File: config.mk
export PLATFORM = sky130hd
export DESIGN_NAME = bounded_stack_with_middle_and_reverse_unit
export DESIGN_NICKNAME = d
export VERILOG_FILES = /design/src/hw/rtl/bsmr_pkg.sv /design/src/hw/rtl/bounded_stack_with_middle_and_reverse_unit.sv
export SDC_FILE = /design/constraint.sdc
export NUM_CORES = 1
export LEC_CHECK = 0
export BUFFER_PORTS_ARGS = -buffer_cell sky130_fd_sc_hd__buf_4
export CAP_MARGIN = 10
export CORE_MARGIN = 2
export CORE_UTILIZATION = 45
export CTS_CLUSTER_SIZE = 25
export DETAILED_ROUTE_END_ITERATION = 6
export SYNTH_ARGS = -nofsm -noshare
export SYNTH_HDL_FRONTEND = slang
export SYNTH_SLANG_ARGS = --single-unit
export TNS_END_PERCENT = 100
File: constraint.sdc
create_clock -name clock -period 4.23 [get_ports clock]
set_input_delay 0.2115 -clock clock [delete_from_list [all_inputs] [get_ports clock]]
set_output_delay 0.2115 -clock clock [all_outputs]
set_load 0.01 [all_outputs]
File: src/hw/rtl/bsmr_pkg.sv
// Shared constants, request and status codes, and controller state type for the stack unit.
package bsmr_pkg;

   localparam int DEPTH_DEFAULT = 16;
   localparam int DATA_W        = 32;
   localparam int REQ_W         = 3;
   localparam int STAT_W        = 2;

   localparam logic [REQ_W-1:0] REQ_PUSH    = 3'd0;
   localparam logic [REQ_W-1:0] REQ_POP     = 3'd1;
   localparam logic [REQ_W-1:0] REQ_DISPLAY = 3'd2;
   localparam logic [REQ_W-1:0] REQ_MIDDLE  = 3'd3;
   localparam logic [REQ_W-1:0] REQ_REVERSE = 3'd4;

   localparam logic [STAT_W-1:0] STAT_OK       = 2'd0;
   localparam logic [STAT_W-1:0] STAT_OVERFLOW = 2'd1;
   localparam logic [STAT_W-1:0] STAT_EMPTY    = 2'd2;
   localparam logic [STAT_W-1:0] STAT_FEW      = 2'd3;

   typedef enum logic [2:0] {
      ST_IDLE,
      ST_EMIT,
      ST_MEM_EMIT,
      ST_DISP,
      ST_REV_RB,
      ST_REV_WA,
      ST_REV_WB
   } state_type;

endpackage

File: src/hw/rtl/bounded_stack_with_middle_and_reverse_unit.sv
// Bounded LIFO stack with display, find-middle and reverse-bottom-half, built on one RAM.
//
//  channel | direction | handshake             | payload
//  req     | in        | req_valid / req_ready | req_type, req_push_value
//  rsp     | out       | rsp_valid / rsp_ready | rsp_status, rsp_data_value, rsp_last_result
//
// Push, pop, find-middle and error cases pass through ST_EMIT or ST_MEM_EMIT to the output.
// Display emits entries top down; reverse does (count/2)/2 swaps through ST_REV_RB/WA/WB.
// The RAM has a single write port and a single read port with a registered read.
// Reset clears the entry count and the controller; the RAM contents are left as they are.
// A result waits in the output register under rsp back-pressure; the controller holds until it
// drains, and req_ready is high only while the controller is idle.
module bounded_stack_with_middle_and_reverse_unit #(
   parameter int STACK_DEPTH = bsmr_pkg::DEPTH_DEFAULT
) (
   input  logic                              clock,
   input  logic                              reset,
   input  logic                              req_valid,
   output logic                              req_ready,
   input  logic [bsmr_pkg::REQ_W-1:0]        req_type,
   input  logic signed [bsmr_pkg::DATA_W-1:0] req_push_value,
   output logic                              rsp_valid,
   input  logic                              rsp_ready,
   output logic [bsmr_pkg::STAT_W-1:0]       rsp_status,
   output logic signed [bsmr_pkg::DATA_W-1:0] rsp_data_value,
   output logic                              rsp_last_result
);
   import bsmr_pkg::*;

   localparam int AW = $clog2(STACK_DEPTH);
   localparam int CW = $clog2(STACK_DEPTH + 1);

   // stack RAM
   logic [DATA_W-1:0] mem [STACK_DEPTH];
   logic              mem_we;
   logic [AW-1:0]     mem_wa;
   logic [DATA_W-1:0] mem_wd;
   logic              mem_re;
   logic [AW-1:0]     mem_ra;
   logic [DATA_W-1:0] rd_data_ff;

   state_type         state_ff, state_in;
   logic [CW-1:0]     count_ff, count_in;
   logic [AW-1:0]     ptr_ff, ptr_in;
   logic [AW-1:0]     hi_ff, hi_in;
   logic [DATA_W-1:0] tmp_ff, tmp_in;
   logic [STAT_W-1:0] res_status_ff, res_status_in;
   logic [DATA_W-1:0] res_data_ff, res_data_in;

   logic              rsp_valid_ff;
   logic [STAT_W-1:0] rsp_status_ff;
   logic [DATA_W-1:0] rsp_data_ff;
   logic              rsp_last_ff;

   logic              out_free;
   logic              out_load;
   logic [STAT_W-1:0] out_status;
   logic [DATA_W-1:0] out_data;
   logic              out_last;

   logic              req_fire;
   logic [CW-1:0]     cnt_m1;
   logic [CW-1:0]     mid_idx;
   logic [CW-1:0]     half;
   logic              is_full;
   logic              is_empty;
   logic [AW:0]       ptr_next2;

   assign req_ready = (state_ff == ST_IDLE);
   assign req_fire  = req_valid && req_ready;
   assign out_free  = !rsp_valid_ff || rsp_ready;

   assign cnt_m1    = count_ff - CW'(1);
   assign mid_idx   = cnt_m1 >> 1;
   assign half      = count_ff >> 1;
   assign is_full   = (count_ff == CW'(STACK_DEPTH));
   assign is_empty  = (count_ff == '0);
   assign ptr_next2 = {1'b0, ptr_ff} + (AW+1)'(2);

   always_comb begin
      state_in      = state_ff;
      count_in      = count_ff;
      ptr_in        = ptr_ff;
      hi_in         = hi_ff;
      tmp_in        = tmp_ff;
      res_status_in = res_status_ff;
      res_data_in   = res_data_ff;
      mem_we        = 1'b0;
      mem_wa        = ptr_ff;
      mem_wd        = rd_data_ff;
      mem_re        = 1'b0;
      mem_ra        = ptr_ff;
      out_load      = 1'b0;
      out_status    = STAT_OK;
      out_data      = rd_data_ff;
      out_last      = 1'b1;
      case (state_ff)
         ST_IDLE: begin
            if (req_fire) begin
               res_data_in = '0;
               case (req_type)
                  REQ_PUSH: begin
                     state_in = ST_EMIT;
                     if (is_full) begin
                        res_status_in = STAT_OVERFLOW;
                     end else begin
                        mem_we        = 1'b1;
                        mem_wa        = count_ff[AW-1:0];
                        mem_wd        = req_push_value;
                        count_in      = count_ff + CW'(1);
                        res_status_in = STAT_OK;
                        res_data_in   = req_push_value;
                     end
                  end
                  REQ_POP, REQ_MIDDLE: begin
                     if (is_empty) begin
                        res_status_in = STAT_EMPTY;
                        state_in      = ST_EMIT;
                     end else begin
                        mem_re   = 1'b1;
                        mem_ra   = (req_type == REQ_POP) ? cnt_m1[AW-1:0] : mid_idx[AW-1:0];
                        state_in = ST_MEM_EMIT;
                        if (req_type == REQ_POP) begin
                           count_in = cnt_m1;
                        end
                     end
                  end
                  REQ_DISPLAY: begin
                     if (is_empty) begin
                        res_status_in = STAT_EMPTY;
                        state_in      = ST_EMIT;
                     end else begin
                        mem_re   = 1'b1;
                        mem_ra   = cnt_m1[AW-1:0];
                        ptr_in   = cnt_m1[AW-1:0];
                        state_in = ST_DISP;
                     end
                  end
                  REQ_REVERSE: begin
                     if (count_ff < CW'(2)) begin
                        res_status_in = STAT_FEW;
                        state_in      = ST_EMIT;
                     end else if (half < CW'(2)) begin
                        // one entry in the bottom half: nothing to swap
                        res_status_in = STAT_OK;
                        state_in      = ST_EMIT;
                     end else begin
                        res_status_in = STAT_OK;
                        mem_re        = 1'b1;
                        mem_ra        = '0;
                        ptr_in        = '0;
                        hi_in         = AW'(half - CW'(1));
                        state_in      = ST_REV_RB;
                     end
                  end
                  default: begin
                     // drop unknown request codes
                     state_in = ST_IDLE;
                  end
               endcase
            end
         end
         ST_EMIT: begin
            out_status = res_status_ff;
            out_data   = res_data_ff;
            if (out_free) begin
               out_load = 1'b1;
               state_in = ST_IDLE;
            end
         end
         ST_MEM_EMIT: begin
            if (out_free) begin
               out_load = 1'b1;
               state_in = ST_IDLE;
            end
         end
         ST_DISP: begin
            out_last = (ptr_ff == '0);
            if (out_free) begin
               out_load = 1'b1;
               if (ptr_ff == '0) begin
                  state_in = ST_IDLE;
               end else begin
                  // fetch the next entry down while this one leaves
                  mem_re = 1'b1;
                  mem_ra = ptr_ff - AW'(1);
                  ptr_in = ptr_ff - AW'(1);
               end
            end
         end
         ST_REV_RB: begin
            tmp_in   = rd_data_ff;
            mem_re   = 1'b1;
            mem_ra   = hi_ff;
            state_in = ST_REV_WA;
         end
         ST_REV_WA: begin
            mem_we   = 1'b1;
            mem_wa   = ptr_ff;
            mem_wd   = rd_data_ff;
            state_in = ST_REV_WB;
         end
         ST_REV_WB: begin
            mem_we = 1'b1;
            mem_wa = hi_ff;
            mem_wd = tmp_ff;
            if (ptr_next2 < {1'b0, hi_ff}) begin
               mem_re   = 1'b1;
               mem_ra   = ptr_ff + AW'(1);
               ptr_in   = ptr_ff + AW'(1);
               hi_in    = hi_ff - AW'(1);
               state_in = ST_REV_RB;
            end else begin
               state_in = ST_EMIT;
            end
         end
         default: begin
            state_in = ST_IDLE;
         end
      endcase
   end

   always_ff @(posedge clock) begin
      if (mem_we) begin
         mem[mem_wa] <= mem_wd;
      end
      if (mem_re) begin
         rd_data_ff <= mem[mem_ra];
      end
   end

   always_ff @(posedge clock) begin
      if (reset) begin
         state_ff     <= ST_IDLE;
         count_ff     <= '0;
         rsp_valid_ff <= 1'b0;
      end else begin
         state_ff <= state_in;
         count_ff <= count_in;
         if (out_load) begin
            rsp_valid_ff <= 1'b1;
         end else if (rsp_ready) begin
            rsp_valid_ff <= 1'b0;
         end
      end
   end

   always_ff @(posedge clock) begin
      ptr_ff        <= ptr_in;
      hi_ff         <= hi_in;
      tmp_ff        <= tmp_in;
      res_status_ff <= res_status_in;
      res_data_ff   <= res_data_in;
      if (out_load) begin
         rsp_status_ff <= out_status;
         rsp_data_ff   <= out_data;
         rsp_last_ff   <= out_last;
      end
   end

   assign rsp_valid       = rsp_valid_ff;
   assign rsp_status      = rsp_status_ff;
   assign rsp_data_value  = rsp_data_ff;
   assign rsp_last_result = rsp_last_ff;

   a_count_bound: assert property (@(posedge clock) disable iff (reset)
      count_ff <= CW'(STACK_DEPTH))
      else $error("entry count beyond stack depth");

   a_known_req_busy: assert property (@(posedge clock) disable iff (reset)
      req_fire && (req_type == REQ_PUSH || req_type == REQ_POP || req_type == REQ_DISPLAY ||
                   req_type == REQ_MIDDLE || req_type == REQ_REVERSE)
      |=> state_ff != ST_IDLE)
      else $error("known request produced no work");

   a_write_states: assert property (@(posedge clock) disable iff (reset)
      mem_we |-> (state_ff == ST_IDLE || state_ff == ST_REV_WA || state_ff == ST_REV_WB))
      else $error("RAM write outside push or swap");

   a_swap_order: assert property (@(posedge clock) disable iff (reset)
      state_ff == ST_REV_RB |-> ptr_ff < hi_ff)
      else $error("swap pointers crossed");

   a_load_free: assert property (@(posedge clock) disable iff (reset)
      out_load |-> out_free)
      else $error("result overwrote a pending transaction");

endmodule

# Word level (Yosys, flattened, before mapping)
# Memory sizes are Yosys's and may differ from the RTL's. A register that Yosys moved wholly into a read port is not among the register bits.
# Index checks and enable logic that the tools add are counted.
[word_totals]
n_memories = 1
ramBits = 512
ff_bits = 118
output_inout_bits = 37
[memory_table]
columns = ["memory", "depth", "width", "read_ports", "rd_clocked_by_memory_dff", "wr", "line", "rtl"]
rows = [
  ["mem", 16, 32, 1, 1, 1, "bounded_stack_with_middle_and_reverse_unit.sv:34", "logic [DATA_W-1:0] mem [STACK_DEPTH];"],
]
[classes]
magnitude_cmp = 3
bitwise_logic = 1
n_reduce_logical = 24
n_mux = 67
addsub = 7
n_eq_ne = 24
[ops]
columns = ["operator", "count"]
rows = [
  ["32-bit two-way mux", 4],
  ["4-bit two-way mux", 18],
  ["32-bit case mux with 2 select lines", 1],
  ["4-bit case mux with 2 select lines", 3],
  ["4-bit case mux with 3 select lines", 2],
  ["3-bit two-way mux", 7],
  ["3-bit case mux with 6 select lines", 1],
  ["1-bit two-way mux", 17],
  ["2-bit != test (second input constant)", 8],
  ["4-bit case mux with 4 select lines", 1],
  ["5-bit two-way mux", 3],
  ["3-bit by 2-bit equality test with 1-bit output (second input constant)", 4],
  ["3-bit equality test (second input constant)", 4],
  ["3-bit case mux with 4 select lines", 1],
  ["6-bit AND reduction", 2],
  ["4-bit by 1-bit subtractor with 4-bit output (second input constant)", 3],
  ["5-bit case mux with 2 select lines", 1],
  ["2-bit two-way mux", 4],
  ["2-bit by 1-bit != test with 1-bit output (second input constant)", 4],
  ["4-bit AND reduction", 2],
  ["2-bit OR reduction", 4],
  ["3-bit by 1-bit equality test with 1-bit output (second input constant)", 2],
  ["3-bit logical NOT", 2],
  ["2-bit case mux with 3 select lines", 1],
  ["other kinds (22)", 27],
]

# Depth between registers and ports, before layout
[logic_depth]
depth_word = 7
mapped_depth = 14
ltp_nobuf = 12

# Worst setup path before layout
# No wires, ideal clock.
[synth_timing]
path_type = "register -> register"
from = "reg state_ff[0]"
to = "mem mem[0][0], enable pin"
slack_ns = 0.174
setup_ns = 0.421
period_less_slack_ns = 4.056
stages_incl_launch_ff = 10
arrival_time_ns = 3.634
required_ns = 3.809
cell_sequence = "dfxtp_1 or4b_4 clkinv_2 and2_1 clkbuf_1 a31oi_1 a21oi_1 o21ai_0 or2_1 nor2_1"
[synth_via]
elab_chain_len = 6
elab_cells_between_ends = 11
cone_classes = "eq/ne (2); mux (6); reduce/logical (3)"
[synth_lines]
columns = ["item", "line", "rtl"]
rows = [
  ["from (decl)", "bounded_stack_with_middle_and_reverse_unit.sv:42", "state_type state_ff, state_in;"],
  ["from (signal assigned)", "bounded_stack_with_middle_and_reverse_unit.sv:238", "state_ff <= state_in;"],
  ["3-bit logical NOT", "bounded_stack_with_middle_and_reverse_unit.sv:69, bounded_stack_with_middle_and_reverse_unit.sv:97", ""],
  ["1-bit logical AND", "bounded_stack_with_middle_and_reverse_unit.sv:70", "assign req_fire = req_valid && req_ready;"],
  ["1-bit two-way mux", "bounded_stack_with_middle_and_reverse_unit.sv:99", "if (req_fire) begin"],
  ["1-bit case mux with 2 select lines", "bounded_stack_with_middle_and_reverse_unit.sv:97", "case (state_ff)"],
  ["1-bit two-way mux", "bounded_stack_with_middle_and_reverse_unit.sv:224", "if (mem_we) begin"],
  ["1-bit two-way mux (implied by the code)", "bounded_stack_with_middle_and_reverse_unit.sv:225", "mem[mem_wa] <= mem_wd;"],
  ["to (decl)", "bounded_stack_with_middle_and_reverse_unit.sv:34", ""],
]
# Several ways; a longest one is shown, not always the timed one.

# Worst setup path after layout
[layout_timing]
from = "reg count_ff[0]"
to = "reg rd_data_ff[22], read port of mem, data pin"
[layout_via]
elab_chain_len = 6
elab_cells_between_ends = 15
cone_classes = "add/sub (1); order compare (1); mux (12); reduce/logical (1)"
[layout_lines]
columns = ["item", "line", "rtl"]
rows = [
  ["from (decl)", "bounded_stack_with_middle_and_reverse_unit.sv:43", "logic [CW-1:0] count_ff, count_in;"],
  ["from (signal assigned)", "bounded_stack_with_middle_and_reverse_unit.sv:239", "count_ff <= count_in;"],
  ["5-bit by 1-bit subtractor with 5-bit output", "bounded_stack_with_middle_and_reverse_unit.sv:73", "assign cnt_m1 = count_ff - CW'(1);"],
  ["4-bit two-way mux", "bounded_stack_with_middle_and_reverse_unit.sv:121", "mem_ra = (req_type == REQ_POP) ? cnt_m1[AW-1:0] : mid_idx[AW-1:0];"],
  ["4-bit two-way mux", "bounded_stack_with_middle_and_reverse_unit.sv:116", "if (is_empty) begin"],
  ["4-bit case mux with 3 select lines", "bounded_stack_with_middle_and_reverse_unit.sv:101", "case (req_type)"],
  ["4-bit two-way mux", "bounded_stack_with_middle_and_reverse_unit.sv:99", ""],
  ["4-bit case mux with 4 select lines", "bounded_stack_with_middle_and_reverse_unit.sv:97", ""],
  ["to (decl)", "bounded_stack_with_middle_and_reverse_unit.sv:40", "logic [DATA_W-1:0] rd_data_ff;"],
]
# Several ways; a longest one is shown, not always the timed one.
# A chain may end at the register's enable or synchronous reset.

==> results.md <==
| Quantity | This run |
|---|---|
| Number of buffers created by CTS | 71 |
| Cell area after synthesis | 27400 um^2 |
| Height of the die | 251 um |
| Violations in the final reports | DRC |
| Class of the most critical hold timing path | in2reg |
| Sequential cell area fraction in the yosys report | 72.2% |
| Outcome | complete, but fails checks |
| Kind of capture point of the worst setup path | register |
| Total vias in the final route | 15005 |
| Biggest fanout along the worst timing path | 20 |
| Pin count of the biggest net entering global routing | 65 |
| Row Count | 90 |
| Maximum number of buffers from clock root to sink | 3 |
| Share of synthesized cell area in and, or, nand and nor gates | 5.46% |
| Sequential cell area in the final layout | 19800 um^2 |
| Number of flops mapped to enable cells by yosys | 653 |
| Global-route wire length before repair | 96.9 mm |
| Number of nets produced by synthesis | 1699 |
| Number of cells in the finished layout apart from fillers | 2647 |
| Summed negative setup slack over all endpoints | 0 ns |
| Deepest level of the CTS H-tree | 3 |
| Register clock-pin slew on the reported worst setup and hold paths | 0.06 ns |
| Max-cap violations | 0 |
| Most frequent cells in the layout | sky130_fd_sc_hd__edfxtp_1, sky130_fd_sc_hd__mux2i_1, sky130_fd_sc_hd__buf_4 |
| Initial antenna violation count | 1 |
| Flip-flop cell with the highest count after synthesis | sky130_fd_sc_hd__edfxtp_1 |
| Length in cells of the worst reg-to-reg path | 13 |
| Clk root buf | sky130_fd_sc_hd__clkbuf_16 |
| Fin Clk Skew | 0.0194 ns |
| Synthesized-area fraction occupied by ao, oa, aoi and oai cells | 5.83% |
| Mean routed wirelength per cell | 24.6 um |
| Fraction of synthesized area in multiplexers | 13.1% |
| Post-synthesis sequential element count | 662 |
| Die Width | 251 um |
| Placed wire-length estimate | 36.6 mm |
| Total length of routed wires | 65.1 mm |
| Main combinational cell family by area after synthesis | multiplexers |
| Area share of fa/ha/maj cells after synthesis | 0.684% |
| RSZ-0062 raised after global routing | no |
| Number of instances resized during post-cts repair | 0 |
| Count of synthesis-stage warnings from yosys | 0 |
| Number of global-route vias before repair | 15232 |
| Count of endpoints failing hold in the final timing report | 0 |
| Pin slew with the least headroom to its limit | 0.946 ns |
| Post-synthesis instance total | 1645 |
| Final-report setup violation count | 0 |
| Number of instances on the worst hold path | 4 |
| Final critical-path share of the clock period | 93.4% |
| Async set-or-reset flop fraction in the synthesized netlist | 0% |
| Slew headroom | 36.4% |
| Number of DRC violations after detailed-routing iteration 0 | 1083 |
| Placed Instances | 2492 |
| Number of buffers added on ports | 75 |
| Fill cells | 4796 |
| Post-synthesis average cell area | 16.7 um^2 |
| Routability Congestion | 0.873 |
| Antenna cell count | 0 |
| Critical path data required time | 4.58 ns |
| Cell leakage power | 0.0113 uW |
| Global-route usage over all layers | 20.8% |
| DRC Markers | 5 |
| Arr. time, crit path | 4.30 ns |
| Clk Latency, worst-skew pair | 0.61 ns |
| Detail Route Antenna Nets | 0 |
| Die area | 62900 um^2 |
| Fin crit period | 3.95 ns |
| Proportion of layout cells with a drive suffix above 1 | 18.6% |
| Initial Utilization | 45.5% |
| Area growth from synthesis to layout | 16.5% |
| Area of the multi-input gates | 7270 um^2 |
| Area share of xor/xnor cells in the synthesized design | 0.607% |
| Type of the setup path with the least slack | reg2reg |
| Global-route congestion overflow total | 0 |
| Power density of the placed cells | 461 nW/um^2 |
| Most common library cell in the layout ignoring fill and taps | sky130_fd_sc_hd__edfxtp_1 |
| Area of the core region | 60200 um^2 |
| Max-slew violations | 0 |
| Max Fclk | 253 MHz |
| Max rail drop VDD | 0.264 mV |
| Number of distinct library cells after synthesis | 68 |
| Worst Setup Start Kind | register |
| CTS sink cnt | 662 |
| TritonCTS clock tree | yes |
| Number of nets at the end of the flow | 1871 |
| Number of top-level design ports | 76 |
| Average via count per standard cell | 5.67 |
| Number of search-and-repair iterations in the first detailed-routing pass | 7 |
==> final timing paths <==
kind	slack [ns]	startpoint	endpoint
setup / recovery	0.28	count_ff[0]$_SDFFE_PP0P_	rd_data_ff[22]$_DFFE_PP_
hold / removal	0.07	req_valid	state_ff[1]$_SDFFE_PP0P_
setup reg to reg	0.28	count_ff[0]$_SDFFE_PP0P_	rd_data_ff[22]$_DFFE_PP_
hold reg to reg	0.50	rd_data_ff[2]$_DFFE_PP_	tmp_ff[2]$_DFFE_PP_
==> cells by family (layout without fill, tap and decap cells) <==
logic type               count (synthesis)  in the layout
flip-flops                             662            662
adder cells (fa/ha/maj)                 15             15
AND/OR/NAND/NOR                        278            278
XOR/XNOR                                19             19
multiplexers                           356            356
AO/OA/AOI/OAI                          212            212
buffers and inverters                  103            323
==> metrics by stage <==
| step | cell area (um^2) | hold WS, ns | setup WS [ns] | total power (uW) | util [%] |
|---|---|---|---|---|---|
| 2_1_floorplan | 27400 | 0.410 | 0.174 | 8490 | - |
| 3_3_place_gp | 29400 | 0.462 | 0.297 | 8910 | 48.8 |
| 3_5_place_dp | 29400 | 0.482 | 0.350 | 8930 | 48.8 |
| 4_1_cts | 32000 | 0.0321 | 0.317 | 14900 | 53.0 |
| 5_1_grt | 32000 | 0.100 | 0.0729 | 15200 | 53.0 |
| 6_report | 32000 | 0.0673 | 0.280 | 14700 | 53.0 |
==> registers in the layout, summed over array words and instances (netlist names), 3 cells and up <==
register	cells
rd_data_ff	32
state_ff	3
ptr_ff	4
count_ff	5
hi_ff	4
res_data_ff	32
tmp_ff	32
mem	512
rsp_data_value	32
==> cell usage after synthesis (3+ instances only) <==
master                     instances  area (um^2)
sky130_fd_sc_hd__buf_4            28          210
sky130_fd_sc_hd__o211ai_1          3         22.5
sky130_fd_sc_hd__buf_1             5         18.8
sky130_fd_sc_hd__a22oi_1          35          263
sky130_fd_sc_hd__clkbuf_1         34          128
sky130_fd_sc_hd__xnor2_1          10         87.6
sky130_fd_sc_hd__inv_1            13         48.8
sky130_fd_sc_hd__nor3_1            8         40.0
sky130_fd_sc_hd__o21ai_0          14         70.1
sky130_fd_sc_hd__nand2b_1         15         93.8
sky130_fd_sc_hd__edfxtp_1        653        19600
sky130_fd_sc_hd__o22ai_1          34          213
sky130_fd_sc_hd__nand3b_1          3         22.5
sky130_fd_sc_hd__nor2b_1           8         50.1
sky130_fd_sc_hd__a21oi_1          20          100
sky130_fd_sc_hd__or3_1             4         25.0
sky130_fd_sc_hd__or3b_1            3         26.3
sky130_fd_sc_hd__xor2_1            9         78.8
sky130_fd_sc_hd__o21bai_1          3         22.5
sky130_fd_sc_hd__nor2_1           53          199
sky130_fd_sc_hd__a311oi_1          3         26.3
sky130_fd_sc_hd__a22o_1           64          561
sky130_fd_sc_hd__ha_1             15          188
sky130_fd_sc_hd__nand2_1          94          353
sky130_fd_sc_hd__buf_6             9          101
sky130_fd_sc_hd__nand3_1          11         55.1
sky130_fd_sc_hd__mux2i_1         324         3240
sky130_fd_sc_hd__nor3_2           30          300
sky130_fd_sc_hd__mux2_2           32          360
sky130_fd_sc_hd__and2_1           37          231
sky130_fd_sc_hd__a31oi_1           5         31.3
sky130_fd_sc_hd__dfxtp_1           9          180
sky130_fd_sc_hd__a221o_1           3         30.0
sky130_fd_sc_hd__buf_2            11         55.1
==> worst max-delay path: stages (launching register included) <==
cell and delay [ns]:
sky130_fd_sc_hd__dfxtp_1 0.40, sky130_fd_sc_hd__inv_1 0.18, sky130_fd_sc_hd__ha_1 0.29, sky130_fd_sc_hd__nor4b_2 0.61, sky130_fd_sc_hd__or3_1 0.22, sky130_fd_sc_hd__o221ai_2 0.09, sky130_fd_sc_hd__a311oi_1 0.37, sky130_fd_sc_hd__o22ai_1 0.17
sky130_fd_sc_hd__a211o_1 0.33, sky130_fd_sc_hd__buf_4 0.18, sky130_fd_sc_hd__nand2b_2 0.19, sky130_fd_sc_hd__buf_4 0.26, sky130_fd_sc_hd__o22ai_1 0.29, sky130_fd_sc_hd__nor3_2 0.08
==> layer usage <==
layer  track usage, %  share of wire, %  vias up  routed length [um]
li1                 -                 -     6794                   -
met1             29.3                46     7704               29800
met2             33.6                47      410               30800
met3             3.12               4.9       97                3160
met4             6.36               2.1        0                1390
met5                0                 0        -                   0
==> repair_timing <==
item / 4_1_cts / 5_1_grt
hold endpoints to repair: 41 / 0
hold buffers: 34 / 0
buffers inserted: 0 / 0
==> power by group <==
group	leakage, uW	internal [uW]	switching [uW]	total, uW
Combinational	0.00424	619	834	1450
Clock	0.00106	3440	2470	5910
Sequential	0.00598	7320	34.0	7360
Total	0.0113	11400	3340	14700
==> area by class of cell <==
type | instances | share of cell area [%]
clock buffers | 90 | 5.98
clock inverters | 31 | 0.854
inverters | 15 | 0.180
multi-input cells | 880 | 22.7
flip-flops and latches | 662 | 61.9
well taps | 782 | 3.06
repair buffers | 187 | 5.25
(Power assumes the default switching activity.)
